File: src/rtl/core/argt_pkg.sv
// Shared constants and types of the argument tokenizer.
// No dependencies; used by every module of the block.
package argt_pkg;

   localparam int COUNT_BITS = 8;
   localparam int LIM_W      = (COUNT_BITS > 8) ? COUNT_BITS : 8;

   localparam logic [LIM_W-1:0] COUNT_MAX = LIM_W'((1 << COUNT_BITS) - 1);

   localparam logic [7:0] CH_NUL    = 8'h00;
   localparam logic [7:0] CH_TAB    = 8'h09;
   localparam logic [7:0] CH_NL     = 8'h0A;
   localparam logic [7:0] CH_SPACE  = 8'h20;
   localparam logic [7:0] CH_DQUOTE = 8'h22;
   localparam logic [7:0] CH_SQUOTE = 8'h27;
   localparam logic [7:0] CH_QMARK  = 8'h3F;
   localparam logic [7:0] CH_CARET  = 8'h5E;
   localparam logic [7:0] CH_DEL    = 8'h7F;
   localparam logic [7:0] CTRL_MASK = 8'h1F;

   localparam int CSR_ADDR_W = 1;
   localparam int CSR_DATA_W = 8;
   localparam logic [CSR_ADDR_W-1:0] CSR_MAX_FIELDS = 1'b0;
   localparam logic [CSR_ADDR_W-1:0] CSR_FANCY_MODE = 1'b1;

   localparam int REQ_W = 8;
   localparam int RSP_W = 32;

   // Bit positions of the result word.
   localparam int RSP_BYTE_VALID  = 0;
   localparam int RSP_OUT_BYTE    = 1;
   localparam int RSP_FIELD_INDEX = 9;
   localparam int RSP_FIELD_START = 17;
   localparam int RSP_FIELD_END   = 18;
   localparam int RSP_FIELD_COUNT = 19;
   localparam int RSP_TOO_MANY    = 27;
   localparam int RSP_USED        = 28;

   typedef struct packed {
      logic       byte_valid;
      logic [7:0] out_byte;
      logic [7:0] field_index;
      logic       field_start;
      logic       field_end;
      logic       line_done;
      logic [7:0] field_count;
      logic       too_many;
   } rsp_item_type;

endpackage

File: src/rtl/core/argt_core.sv
// Per-byte tokenizer state and next-result logic of the argument tokenizer.
// Depends on argt_pkg.
module argt_core (
   input  logic                  clock,
   input  logic                  reset,
   input  logic                  accept,
   input  logic [7:0]            in_byte,
   input  logic [7:0]            max_fields,
   input  logic                  fancy_mode,
   output argt_pkg::rsp_item_type result
);
   import argt_pkg::*;

   typedef enum logic [1:0] {PH_BETWEEN, PH_FIELD, PH_CARET} phase_type;
   typedef enum logic [1:0] {Q_NONE, Q_DOUBLE, Q_SINGLE} quote_type;

   phase_type              phase_ff, phase_in;
   quote_type              quote_ff, quote_in, cur_quote, kind;
   logic [COUNT_BITS-1:0]  count_ff, count_in, cur_count;
   logic                   stopped_ff, stopped_in;

   logic                   is_term, is_blank, is_nul, is_quote, open_field;
   logic [LIM_W-1:0]       count_w, idx_w, cur_count_w, cur_idx_w, mf_w, limit_w;
   logic [7:0]             esc_byte;
   rsp_item_type           res;

   assign is_nul     = (in_byte == CH_NUL);
   assign is_term    = is_nul || (in_byte == CH_NL);
   assign is_blank   = (in_byte == CH_SPACE) || (in_byte == CH_TAB);
   assign is_quote   = (in_byte == CH_DQUOTE) || (in_byte == CH_SQUOTE);
   assign kind       = (in_byte == CH_DQUOTE) ? Q_DOUBLE : Q_SINGLE;

   assign mf_w       = LIM_W'(max_fields);
   assign limit_w    = (mf_w < COUNT_MAX) ? mf_w : COUNT_MAX;
   assign count_w    = LIM_W'(count_ff);
   assign idx_w      = count_w - 1'b1;

   // A byte that is not a blank opens a new field when none is open and the field limit is not reached.
   assign open_field  = (phase_ff == PH_BETWEEN);
   assign cur_count   = open_field ? count_ff + 1'b1 : count_ff;
   assign cur_quote   = open_field ? Q_NONE : quote_ff;
   assign cur_count_w = LIM_W'(cur_count);
   assign cur_idx_w   = cur_count_w - 1'b1;

   always_comb begin
      case (in_byte)
         CH_CARET: esc_byte = CH_CARET;
         CH_QMARK: esc_byte = CH_DEL;
         default:  esc_byte = in_byte & CTRL_MASK;
      endcase
   end

   always_comb begin
      phase_in   = phase_ff;
      quote_in   = quote_ff;
      count_in   = count_ff;
      stopped_in = stopped_ff;
      res        = '0;
      if (phase_ff == PH_CARET && fancy_mode && !is_nul && !stopped_ff) begin
         res.byte_valid  = 1'b1;
         res.out_byte    = esc_byte;
         res.field_index = idx_w[7:0];
         res.field_count = count_w[7:0];
         phase_in        = PH_FIELD;
      end else if (is_term) begin
         if (phase_ff != PH_BETWEEN && !stopped_ff) begin
            res.field_end   = 1'b1;
            res.field_index = idx_w[7:0];
         end
         res.line_done   = 1'b1;
         res.field_count = count_w[7:0];
         res.too_many    = (count_w >= limit_w);
         phase_in        = PH_BETWEEN;
         quote_in        = Q_NONE;
         count_in        = '0;
         stopped_in      = 1'b0;
      end else if (stopped_ff || (open_field && is_blank)) begin
         res.field_count = count_w[7:0];
      end else if (open_field && count_w >= limit_w) begin
         stopped_in      = 1'b1;
         res.field_count = count_w[7:0];
      end else begin
         res.field_start = open_field;
         res.field_index = cur_idx_w[7:0];
         res.field_count = cur_count_w[7:0];
         count_in        = cur_count;
         quote_in        = cur_quote;
         phase_in        = PH_FIELD;
         if (is_blank && (!fancy_mode || cur_quote == Q_NONE)) begin
            res.field_end = 1'b1;
            phase_in      = PH_BETWEEN;
         end else if (fancy_mode && in_byte == CH_CARET) begin
            phase_in = PH_CARET;
         end else if (fancy_mode && is_quote) begin
            if (cur_quote == kind) begin
               quote_in = Q_NONE;
            end else if (cur_quote != Q_NONE) begin
               res.byte_valid = 1'b1;
               res.out_byte   = in_byte;
            end else begin
               quote_in = kind;
            end
         end else begin
            res.byte_valid = 1'b1;
            res.out_byte   = in_byte;
         end
      end
   end

   always_ff @(posedge clock) begin
      if (reset) begin
         phase_ff   <= PH_BETWEEN;
         quote_ff   <= Q_NONE;
         count_ff   <= '0;
         stopped_ff <= 1'b0;
      end else if (accept) begin
         phase_ff   <= phase_in;
         quote_ff   <= quote_in;
         count_ff   <= count_in;
         stopped_ff <= stopped_in;
      end
   end

   assign result = res;

endmodule

File: src/rtl/core/argument_tokenizer.sv
// Each accepted word's result word is registered in the output register.
// Throughput: one word per cycle unless the output stalls; the state update
// of argt_core and a single output register sit between the two channels, so
// input is taken while a result waits whenever the waiting result is taken in
// the same cycle. Reset (synchronous, active high) clears the tokenizer state
// and the output valid, and sets max_fields to 20 and plain mode.
module argument_tokenizer (
   input  logic                           clock,
   input  logic                           reset,
   input  logic                           req_tvalid,
   output logic                           req_tready,
   input  logic [argt_pkg::REQ_W-1:0]     req_tdata,  // [7:0] in_byte
   output logic                           rsp_tvalid,
   input  logic                           rsp_tready,
   // [0] byte_valid, [8:1] out_byte, [16:9] field_index, [17] field_start,
   // [18] field_end, [26:19] field_count, [27] too_many, [31:28] zero
   output logic [argt_pkg::RSP_W-1:0]     rsp_tdata,
   output logic                           rsp_tlast,  // line_done
   input  logic                           csr_we,
   input  logic [argt_pkg::CSR_ADDR_W-1:0] csr_addr,
   input  logic [argt_pkg::CSR_DATA_W-1:0] csr_wdata
);
   import argt_pkg::*;

   logic                 accept;
   logic [7:0]           max_fields_ff;
   logic                 fancy_mode_ff;
   logic                 rsp_valid_ff, rsp_valid_in;
   logic [RSP_W-1:0]     rsp_data_ff, rsp_data_in;
   logic                 rsp_last_ff;
   rsp_item_type         result;

   assign req_tready = !reset && (!rsp_valid_ff || rsp_tready);
   assign accept     = req_tvalid && req_tready;

   argt_core u_core (
      .clock      (clock),
      .reset      (reset),
      .accept     (accept),
      .in_byte    (req_tdata[7:0]),
      .max_fields (max_fields_ff),
      .fancy_mode (fancy_mode_ff),
      .result     (result)
   );

   always_comb begin
      rsp_data_in = '0;
      rsp_data_in[RSP_BYTE_VALID]                = result.byte_valid;
      rsp_data_in[RSP_OUT_BYTE +: 8]             = result.out_byte;
      rsp_data_in[RSP_FIELD_INDEX +: 8]          = result.field_index;
      rsp_data_in[RSP_FIELD_START]               = result.field_start;
      rsp_data_in[RSP_FIELD_END]                 = result.field_end;
      rsp_data_in[RSP_FIELD_COUNT +: 8]          = result.field_count;
      rsp_data_in[RSP_TOO_MANY]                  = result.too_many;
   end

   assign rsp_valid_in = accept || (rsp_valid_ff && !rsp_tready);

   always_ff @(posedge clock) begin
      if (reset) begin
         rsp_valid_ff  <= 1'b0;
         max_fields_ff <= 8'd20;
         fancy_mode_ff <= 1'b0;
      end else begin
         rsp_valid_ff <= rsp_valid_in;
         if (csr_we) begin
            unique case (csr_addr)
               CSR_MAX_FIELDS: max_fields_ff <= csr_wdata[7:0];
               CSR_FANCY_MODE: fancy_mode_ff <= csr_wdata[0];
               default: ;
            endcase
         end
      end
   end

   always_ff @(posedge clock) begin
      if (accept) begin
         rsp_data_ff <= rsp_data_in;
         rsp_last_ff <= result.line_done;
      end
   end

   assign rsp_tvalid = rsp_valid_ff;
   assign rsp_tdata  = rsp_data_ff;
   assign rsp_tlast  = rsp_last_ff;

endmodule

File: config.mk
export PLATFORM = sky130hd
export DESIGN_NAME = argument_tokenizer
export DESIGN_NICKNAME = d
export VERILOG_FILES = /design/src/rtl/core/argt_pkg.sv /design/src/rtl/core/argt_core.sv /design/src/rtl/core/argument_tokenizer.sv
export SDC_FILE = /design/constraint.sdc
export NUM_CORES = 1
export LEC_CHECK = 0
export ABC_AREA = 1
export BUFFER_PORTS_ARGS = -buffer_cell sky130_fd_sc_hd__buf_2
export CAP_MARGIN = 20
export CORE_MARGIN = 2
export CORE_UTILIZATION = 55
export CTS_CLUSTER_DIAMETER = 40
export DETAILED_ROUTE_END_ITERATION = 10
export PLACE_DENSITY = 0.85
export SLEW_MARGIN = 15
export SYNTH_ARGS = -nofsm -noshare
export SYNTH_HDL_FRONTEND = slang
export SYNTH_SLANG_ARGS = --single-unit
export TNS_END_PERCENT = 50
File: constraint.sdc
create_clock -name clock -period 6.95 [get_ports clock]
set_clock_uncertainty 0.2 [all_clocks]
set_input_delay 1.39 -clock clock [delete_from_list [all_inputs] [get_ports clock]]
set_output_delay 1.39 -clock clock [all_outputs]
set_load 0.02 [all_outputs]
# ---- Word-level counts from Yosys, hierarchy flattened
# Index checks and enable logic that the tools add are counted.
# Widths: inputs -> output; s select.
dict set report classes {
  n_lt_le_gt_ge 2
  mux 42
  eq_ne 13
  addsub 3
  reduce_logical 39
  bitwise_logic 3
}
# op count
set op_table {}
lappend op_table {{$mux 8} 9}
lappend op_table {{$mux 9} 6}
lappend op_table {{$mux 19} 2}
lappend op_table {{$eq 8x6->1 const B} 4}
lappend op_table {{$mux 2} 16}
lappend op_table {{$eq 8x4->1 const B} 2}
lappend op_table {{$mux 16} 1}
lappend op_table {{$sub 8x1->8 const B} 2}
lappend op_table {{$pmux 7 s2} 1}
lappend op_table {{$logic_and 1x1->1} 12}
lappend op_table {{$add 8x1->8 const B} 1}
lappend op_table {{$eq 8x7->1 const B} 1}
lappend op_table {{$ge 8x8->1} 1}
lappend op_table {{$logic_not 8->1} 1}
lappend op_table {{$lt 8x8->1 const B} 1}
lappend op_table {{$reduce_and 4->1} 2}
lappend op_table {{$logic_or 1x1->1} 7}
lappend op_table {{$mux 1} 7}
lappend op_table {{$logic_not 1->1} 6}
lappend op_table {{$ne 3x1->1 const B} 2}
lappend op_table {{$reduce_and 2->1} 3}
lappend op_table {{$reduce_bool 2->1} 3}
lappend op_table {{$logic_not 2->1} 2}
lappend op_table {{$ne 2x1->1 const B} 2}
lappend op_table {{6 further kinds} 8}
dict set report totals {
  output_inout_bits 35
  elab_cells 114
  reg_bits 52
  in_bits 22
}

# ---- Logic depth before layout (Yosys ltp)
# Gate-level depths: netlist of the first run.
dict set report depth {
  ltp_word 12
  depth_mapped 16
  ltp_nobuf 16
}

# ---- Modules after synthesis
# A second synthesis of the first run with hierarchy kept.
dict set report hier_totals {
  cells_unflattened 425
  hier_area_um2 3260.6
}
# mod cells_each area_per_inst_um2 seq_area_each_um2 instances
set modules_own_cells {}
lappend modules_own_cells {argt_core 328 1934.4 260.2 1}
lappend modules_own_cells {argument_tokenizer 97 1326.3 1071.0 1}

# ---- Least setup slack after synthesis of the first run
# Ideal clock, no wire load.
dict set report synth_timing {
  path_kind {input port to flip-flop}
  from {input rsp_tready}
  to {register rsp_data_ff[0] (netlist: rsp_tdata[0]) (enable)}
  path_buffers 1
  t_arrival_ps 3122
  path_stages 5
  setup_time_ps 405
  setup_slack_ps 3223
  cell_sequence {inv_1 > a21oi_1 > nand2_1 > inv_1 > clkbuf_1}
}
dict set report synth_between {
  elab_chain_cells 3
}
# element line_no
set synth_lines {}
lappend synth_lines {{start: declaration} argument_tokenizer.sv:14} ;# input logic rsp_tready,
lappend synth_lines {{$logic_or 1x1->1} argument_tokenizer.sv:33} ;# assign req_tready = !reset && (!rsp_valid_ff || rsp_tready);
lappend synth_lines {{$logic_and 1x1->1} argument_tokenizer.sv:33}
lappend synth_lines {{via req_tready} argument_tokenizer.sv:11} ;# output logic req_tready,
lappend synth_lines {{$logic_and 1x1->1} argument_tokenizer.sv:34} ;# assign accept = req_tvalid && req_tready;
lappend synth_lines {{via accept} argument_tokenizer.sv:25} ;# logic accept;
lappend synth_lines {{end signal: assignment} argument_tokenizer.sv:78} ;# rsp_data_ff <= rsp_data_in;
lappend synth_lines {{end: declaration} argument_tokenizer.sv:29} ;# logic [RSP_W-1:0] rsp_data_ff, rsp_data_in;
# The timed path passes the listed nets, and every way through them passes these cells.
# A chain may end at the register's enable or synchronous reset.

# ---- Worst setup path in the final report of the first run
dict set report layout_timing {
  from {input reset}
  to {output req_tready}
}
dict set report layout_between {
  elab_chain_cells 2
}
# element line_no
set layout_lines {}
lappend layout_lines {{start: declaration} argument_tokenizer.sv:9} ;# input logic reset,
lappend layout_lines {{$logic_not 1->1} argument_tokenizer.sv:33}
lappend layout_lines {{$logic_and 1x1->1} argument_tokenizer.sv:33}
lappend layout_lines {{end: declaration} argument_tokenizer.sv:11}
# Every way passes these cells.

==> results of run 1 <==
[stage by stage]
| step | area (µm²) | hold WS (ns) | total power [mW] |
|---|---|---|---|
| finish | 3480 | 0.271 | 0.632 |
| global route | 3480 | 0.298 | 0.661 |
| CTS | 3480 | 0.273 | 0.633 |
| detailed placement | 3390 | 0.262 | 0.476 |
| global placement | 3390 | 0.250 | 0.471 |
| floorplan | 3110 | 0.235 | 0.445 |
[sequential cells by signal, indices dropped and copies added (netlist names)]
register,flops
u_core.count_ff,8
rsp_tvalid,1
u_core.quote_ff,2
rsp_tlast,1
u_core.phase_ff,2
fancy_mode_ff,1
max_fields_ff,8
u_core.stopped_ff,1
rsp_tdata,28
[metal layers]
metal | GRT usage | share of wire | up-vias
li1 | - | - | 1389
met1 | 0.276 | 0.46 | 1202
met2 | 0.338 | 0.46 | 84
met3 | 0.0398 | 0.061 | 11
met4 | 0.0724 | 0.014 | 0
met5 | 0 | 0 | -
[worst min-delay path: cells and delay by family (launching register included)]
kind,cells,cell delay (ns)
AND/OR/NAND/NOR,1,0.06
AO/OA/AOI/OAI,1,0.06
flip-flops,1,0.32
[logic make-up (layout without fill, tap and decap cells)]
kind of cell,Yosys count,in the layout
AND/OR/NAND/NOR,190,190
flip-flops,52,52
AO/OA/AOI/OAI,61,61
other,1,4
adder cells (fa/ha/maj),11,11
XOR/XNOR,13,13
buffers and inverters,70,117
[final cells by class]
type | instances | area share
Multi-Input combinational cell | 279 | 0.429
Sequential cell | 52 | 0.383
Timing Repair Buffer | 53 | 0.0770
Inverter | 56 | 0.0608
Tap cell | 72 | 0.0259
Clock buffer | 6 | 0.0209
Clock inverter | 2 | 0.00360
[power breakdown]
| part | internal, mW | switching [mW] | leakage (nW) | total (mW) |
|---|---|---|---|---|
| Combinational | 0.0398 | 0.0808 | 1.08 | 0.121 |
| Sequential | 0.343 | 0.00600 | 0.461 | 0.349 |
| Clock | 0.0704 | 0.0916 | 0.0412 | 0.162 |
[cells in the mapped netlist (6+ instances only)]
| master | instances | area share |
|---|---|---|
| inv_2 | 7 | 0.0085 |
| a21oi_1 | 25 | 0.040 |
| inv_1 | 48 | 0.058 |
| nand2_2 | 6 | 0.012 |
| xor2_1 | 11 | 0.031 |
| nand3_1 | 25 | 0.040 |
| nand4_1 | 6 | 0.012 |
| o21ai_0 | 19 | 0.031 |
| dfxtp_1 | 23 | 0.15 |
| nor2_2 | 7 | 0.014 |
| clkbuf_1 | 7 | 0.0085 |
| o22ai_1 | 6 | 0.012 |
| nand2_1 | 93 | 0.11 |
| edfxtp_1 | 29 | 0.28 |
| nor2_1 | 36 | 0.044 |
| nor3_1 | 8 | 0.013 |
| ha_1 | 11 | 0.044 |
[worst paths after layout]
| kind | to | from | cells past startpoint |
|---|---|---|---|
| setup / recovery | req_tready | reset | 3 |
| hold / removal | u_core.quote_ff[1]$_SDFFE_PP0P_ | u_core.quote_ff[1]$_SDFFE_PP0P_ | 2 |
| setup reg to reg | rsp_tdata[15]$_DFFE_PP_ | u_core.count_ff[0]$_SDFFE_PP0P_ | 13 |
| hold reg to reg | u_core.quote_ff[1]$_SDFFE_PP0P_ | u_core.quote_ff[1]$_SDFFE_PP0P_ | 2 |
==> results.cfg, run 1 <==
[run_status]
status = finished clean

[placement]
port_buffers = 52
dp_cells = 512
post-dp-hpwl_um = 4680
gp_congestion = 0.909
dp_worst_setup_slack_ns = 3.42

[global_routing]
antenna_found_initial = 0
grt_pass1_vias = 2457
grt_max_degree = 40
grt_pass1_wl_um = 10400
grt_usage = 0.207
grt_overflow = 0

[clocking]
cts_setup_buffers = 0
clock_latency_ns = 0.30
cts_max_level = 2
cts_buffers = 5
clockRootBuffer = clkbuf_8
clkTransAtPathRegs_ns = 0.08
cts_tree = yes
cts_resized = 0
clock_sinks = 52
cts.path.max_buffers = 2
hold_buffers = 0

[timing]
fmax_mhz = 282
slew_viol_final = 0
rsz0062_at_grt = false
fin_setup_tns_ns = 0
fin_crit_sh = 0.510
hold_viol = 0
finalSetupViolCount = 0
final.setup.worst_slack_ns = 3.41
period_needed_ns = 3.54

[logic_synthesis]
synth_fa_ha_area_frac = 0.0444
syn_inst = 398
ys_seq_area_frac = 0.429
synth-simple-area-share = 0.286
syn_area_per_cell_um2 = 7.79
ys.flop_type = edfxtp_1
async_flop_share = 0
ys_warn_count = 0
synthMuxAreaShare = 0
synth-seq-cells = 52
netlist_area_mm2 = 0.00310
synth_edf_count = 29
synthDistinctLibCells = 34
synthXorXnorAreaFrac = 0.0391
synth-compound-area-share = 0.106
synth_top_family_by_area = simple AND/OR/NAND/NOR gates

[final_layout]
layout_commonest_cell = nand2_1
final_cell_mix = nand2_1, buf_2, inv_1
multiInputGateArea_mm2 = 0.00149
drive_gt1_frac = 0.201
syn_to_final_growth_pct = 12.1
nFillCells = 488
final_core_util = 0.636
nets = 480
stdcell_count = 520
register_area_mm2 = 0.00133
antenna_cells = 0

[floorplan]
pin_count = 57
initial_core_util = 0.567
die_area_mm2 = 0.00626
die_w_um = 79.1
fp.dieH_um = 79.1
fp.coreArea_mm2 = 0.00547
rows = 27

[critical_path]
cpMaxStageDelayCell = buf_2
critPathBufInv = 2
end_kind = output port
slowest_delay_ns = 0.19
crit_path_max_fanout = 14
cp.required_ns = 5.36
arrival_ns = 1.95
cp_common_cell = buf_2
cpLargestDelayFamily = buffers and inverters
worstSetupStartpointType = primary input
crit_chain = buf_2 > a21oi_1 > buf_2
crit_type = primary input to output port
rrSetupSlack_ns = 4.25

[drt]
vias = 2686
post_drt_wl_per_cell_um = 11.4
routed_wl_um = 5930
drtIter0Drc = 211
antenna_left = 0
drc = 0
post_drt_via_cell_ratio = 5.17
firstDrtPassIters = 4

[power]
vdd_drop_max_v = 0.0000970
p_per_area_mw_per_mm2 = 182
leakage_nw = 1.58

[flow_run]
drv_cap = 0

[hold_path]
worstHoldPathType = register to register
(Power assumes the default switching activity.)
==> run 2: changes to the inputs <==
Clock period 6.95 ns to 3.3 ns, I/O delays scaled along.
==> results.cfg, run 2 (synthesized netlist as in run 1, its figures left out) <==
[clocking]
cts.path.max_buffers = 2
clkTransAtPathRegs_ns = 0.09
clock_sinks = 52
hold_buffers = 0
cts_setup_buffers = 0
cts_tree = yes
cts_resized = 0
cts_buffers = 5
cts_max_level = 2
clock_latency_ns = 0.31
clockRootBuffer = clkbuf_8

[floorplan]
die_area_mm2 = 0.00626
fp.dieH_um = 79.1
initial_core_util = 0.567
rows = 27
die_w_um = 79.1
pin_count = 57
fp.coreArea_mm2 = 0.00547

[drt]
post_drt_wl_per_cell_um = 11.9
antenna_left = 0
drc = 0
routed_wl_um = 6170
firstDrtPassIters = 5
drtIter0Drc = 191
post_drt_via_cell_ratio = 5.16
vias = 2687

[timing]
period_needed_ns = 2.53
fin_setup_tns_ns = 0
rsz0062_at_grt = false
worst_pin_slew_ns = 0.612
slew_viol_final = 0
fmax_mhz = 395
hold_ws_ns = 0.267
hold_viol = 0
fin_crit_sh = 0.767
finalSetupViolCount = 0
relSlewSlack = 0.591

[flow_run]
drv_cap = 0

[critical_path]
cpMaxStageDelayCell = dfxtp_1
rrSetupSlack_ns = 0.77
cp_common_cell = nand2_1
end_kind = register
arrival_ns = 2.38
cp.required_ns = 3.15
crit_path_max_fanout = 17
worstSetupStartpointType = register
crit_chain = inv_1 > ha_1 > nand2_1 > nor2_1 > nor2_1 > nand2_1 > nand2_1 > nand2_1 > nand2_1 > nand3_4 > clkinv_2 > nand3_1 > o21ai_0
rr_worst_depth = 13
slowest_delay_ns = 0.47
crit_type = register to register

[global_routing]
grt_pass1_wl_um = 10500
grt_max_degree = 18
grt_usage = 0.210
grt_pass1_vias = 2370
grt_overflow = 0
antenna_found_initial = 0

[placement]
dp_cells = 513
post-dp-hpwl_um = 4880
port_buffers = 52
gp_congestion = 0.910

[power]
finalPower_mw = 1.41
leakage_nw = 1.60
vdd_drop_max_v = 0.000265
p_per_area_mw_per_mm2 = 401

[final_layout]
final_core_util = 0.641
drive_gt1_frac = 0.203
stdcell_count = 521
nets = 481
syn_to_final_growth_pct = 13.1
antenna_cells = 0
final_cell_mix = nand2_1, buf_2, inv_1
layout_commonest_cell = nand2_1
largest_reg_flops = 28

[run_status]
status = finished clean

[hold_path]
worstHoldPathType = register to register
hold_depth = 2
==> run 2: changes by cell type in the layout (fill, tap and decap cells not counted), sizes merged <==
cell,before,now
clkinvlp,1,0
bufinv,0,1
buf,53,54
==> run 2: final timing paths <==
path | from | end
hold / removal | u_core.quote_ff[1]$_SDFFE_PP0P_ | u_core.quote_ff[1]$_SDFFE_PP0P_
hold reg to reg | u_core.quote_ff[1]$_SDFFE_PP0P_ | u_core.quote_ff[1]$_SDFFE_PP0P_
setup / recovery | u_core.count_ff[0]$_SDFFE_PP0P_ | rsp_tdata[15]$_DFFE_PP_
setup reg to reg | u_core.count_ff[0]$_SDFFE_PP0P_ | rsp_tdata[15]$_DFFE_PP_
==> run 2: worst max-delay path: cells and delay by family (launching register included) <==
family	cells	cell delay (ns)
AND/OR/NAND/NOR	9	0.89
adder cells (fa/ha/maj)	1	0.29
AO/OA/AOI/OAI	1	0.08
buffers and inverters	2	0.32
flip-flops	1	0.47
==> run 2: layout make-up <==
type                       instances  area [µm²]
clock buffer                       6        72.6
clock inverter                     2        35.0
fill                             511        1960
inverter                          56         211
multi-input combinational        279        1490
sequential                        52        1330
tap                               72        90.1
timing repair buffer              54         275
==> run 2: per-layer routing <==
layer | global-route usage | part of all wire | up-vias
met2 | 0.348 | 0.46 | 110
met5 | 0 | 0 | -
li1 | - | - | 1390
met4 | 0.0707 | 0.015 | 0
met3 | 0.0364 | 0.066 | 10
met1 | 0.279 | 0.46 | 1177
==> run 2: through the flow <==
stage	area, µm²	setup WS [ns]
after floorplan	3110	0.303
after global placement	3400	0.833
after detailed placement	3400	0.778
after CTS	3510	0.790
after global routing	3510	0.535
final	3510	0.769
==> run 2: where the power goes <==
part | internal, mW | switching (mW)
Sequential | 0.722 | 0.0124
Combinational | 0.0846 | 0.170
Clock | 0.225 | 0.192
Total | 1.03 | 0.375
==> run 3: changes to the inputs <==
Clock period 3.3 ns to 2.6 ns, I/O delays scaled along.
==> results.cfg, run 3 (synthesized netlist as in run 1, its figures left out) <==
[power]
switching_share = 0.287
vdd_drop_max_v = 0.000303
seq_power_share = 0.547
p_int_mw = 1.21
leakage_nw = 1.60
pwr-share-clk = 0.259
switchingPower_mw = 0.489
p_per_area_mw_per_mm2 = 484
combPwrFrac = 0.194

[critical_path]
cp.required_ns = 2.46
r2r-end = rsp_tdata[15]$_DFFE_PP_
rrSetupSlack_ns = 0.27
rr_worst_depth = 12
reg2reg_from = u_core.count_ff[0]$_SDFFE_PP0P_
crit_path_max_fanout = 8
crit_type = register to register
worstSetupStartpointType = register
arrival_ns = 2.18
end_kind = register

[global_routing]
grt_max_degree = 40
grt_overflow = 0
antenna_found_initial = 0
grt_pass1_wl_um = 10900
grt_pass1_vias = 2522
grt_usage = 0.218

[timing]
hold_ws_ns = 0.220
slew_viol_final = 0
period_needed_ns = 2.33
rsz0062_at_grt = false
finalSetupViolCount = 0
fin_setup_tns_ns = 0
fmax_mhz = 430
hold_viol = 0
fin_crit_sh = 0.895

[drt]
vias = 2755
post_drt_wl_per_cell_um = 12.1
post_drt_via_cell_ratio = 5.27
routed_wl_um = 6350
drc = 0
drtIter0Drc = 233
firstDrtPassIters = 4
antenna_left = 0

[floorplan]
fp.dieH_um = 79.1
initial_core_util = 0.567
die_w_um = 79.1
rows = 27
fp.coreArea_mm2 = 0.00547
die_area_mm2 = 0.00626
pin_count = 57

[placement]
port_buffers = 52
gp_congestion = 0.928
dp_cells = 515
post-dp-hpwl_um = 5090

[clocking]
clockRootBuffer = clkbuf_8
cts_tree = yes
cts_buffers = 5
clkTransAtPathRegs_ns = 0.10
cts_max_level = 2
cts.path.max_buffers = 2
cts_setup_buffers = 0
clock_sinks = 52
clock_latency_ns = 0.31

[hold_path]
hold_depth = 3
hold_path_startpoint = csr_wdata[2]
holdPathEnd = max_fields_ff[2]$_SDFFE_PP1P_
worstHoldPathType = primary input to register

[final_layout]
largest_reg_flops = 28
drive_gt1_frac = 0.213
nFillCells = 499
layout_commonest_cell = nand2_1
nets = 483
antenna_cells = 0
syn_to_final_growth_pct = 13.5
final_cell_mix = nand2_1, buf_2, inv_1
final_core_util = 0.643
stdcell_count = 523

[flow_run]
drv_cap = 0

[run_status]
status = finished clean
run 3: cell type report:
cell class | instances | area [µm²] | area share
Clock inverter | 2 | 11.3 | 0.00320
Inverter | 56 | 211 | 0.0601
Timing Repair Buffer | 56 | 303 | 0.0860
Multi-Input combinational cell | 279 | 1500 | 0.425
Sequential cell | 52 | 1340 | 0.380
Clock buffer | 6 | 72.6 | 0.0206
Tap cell | 72 | 90.1 | 0.0256
run 3: worst max path at each step:
stage | from | to | slack, ns | cells after the start
2_1_floorplan | rsp_tready | rsp_tdata[0]$_SDFFCE_PP1P_ | 0.26 | 5
3_3_place_gp | u_core.count_ff[0]$_SDFFE_PP0P_ | rsp_tdata[15]$_DFFE_PP_ | 0.21 | 13
3_5_place_dp | u_core.count_ff[0]$_SDFFE_PP0P_ | rsp_tdata[15]$_DFFE_PP_ | 0.13 | 13
4_1_cts | u_core.count_ff[0]$_SDFFE_PP0P_ | rsp_tdata[3]$_DFFE_PP_ | 0.12 | 15
5_1_grt | u_core.count_ff[0]$_SDFFE_PP0P_ | rsp_tdata[15]$_DFFE_PP_ | 0.04 | 12
6_report | u_core.count_ff[0]$_SDFFE_PP0P_ | rsp_tdata[15]$_DFFE_PP_ | 0.27 | 12
run 3: power groups by stage:
stage	registers [mW]	clock network (mW)	logic, mW
2_1_floorplan	0.984	0	0.206
6_report	0.931	0.441	0.331
3_3_place_gp	0.949	0	0.317
3_5_place_dp	0.951	0	0.328
4_1_cts	0.932	0.445	0.329
5_1_grt	0.936	0.475	0.370
run 3: repair_timing:
item	in CTS	in global routing
hold buffers	0	0
endpoints found under the setup margin	0	26
endpoints found under the hold margin	0	0
gates resized for setup	0	5
run 3: critical path, stage by stage, from the launching register on:
cell and delay, ns:
dfxtp_4 0.39, inv_1 0.10, ha_1 0.33, nand2_1 0.07, o21ai_0 0.12, inv_1 0.11
ha_1 0.18, nand2_1 0.07, nand3b_1 0.20, nor2_1 0.12, nand2_1 0.06, nand3_1 0.07
o21ai_0 0.07
run 3: per-layer routing:
metal,GRT usage,vias to the layer above,routed length [µm],share of wire
met1,0.281,1241,2810,0.44
met4,0.0862,0,131,0.021
met2,0.364,106,2980,0.47
li1,-,1394,-,-
met3,0.0398,14,429,0.068
met5,0,-,0,0
run 3: through the flow:
step	power, mW	area [µm²]	worst slack (ns)
2_1_floorplan	1.19	3110	0.262
3_3_place_gp	1.27	3430	0.209
3_5_place_dp	1.28	3430	0.131
4_1_cts	1.71	3510	0.124
5_1_grt	1.78	3520	0.0357
6_report	1.70	3520	0.274
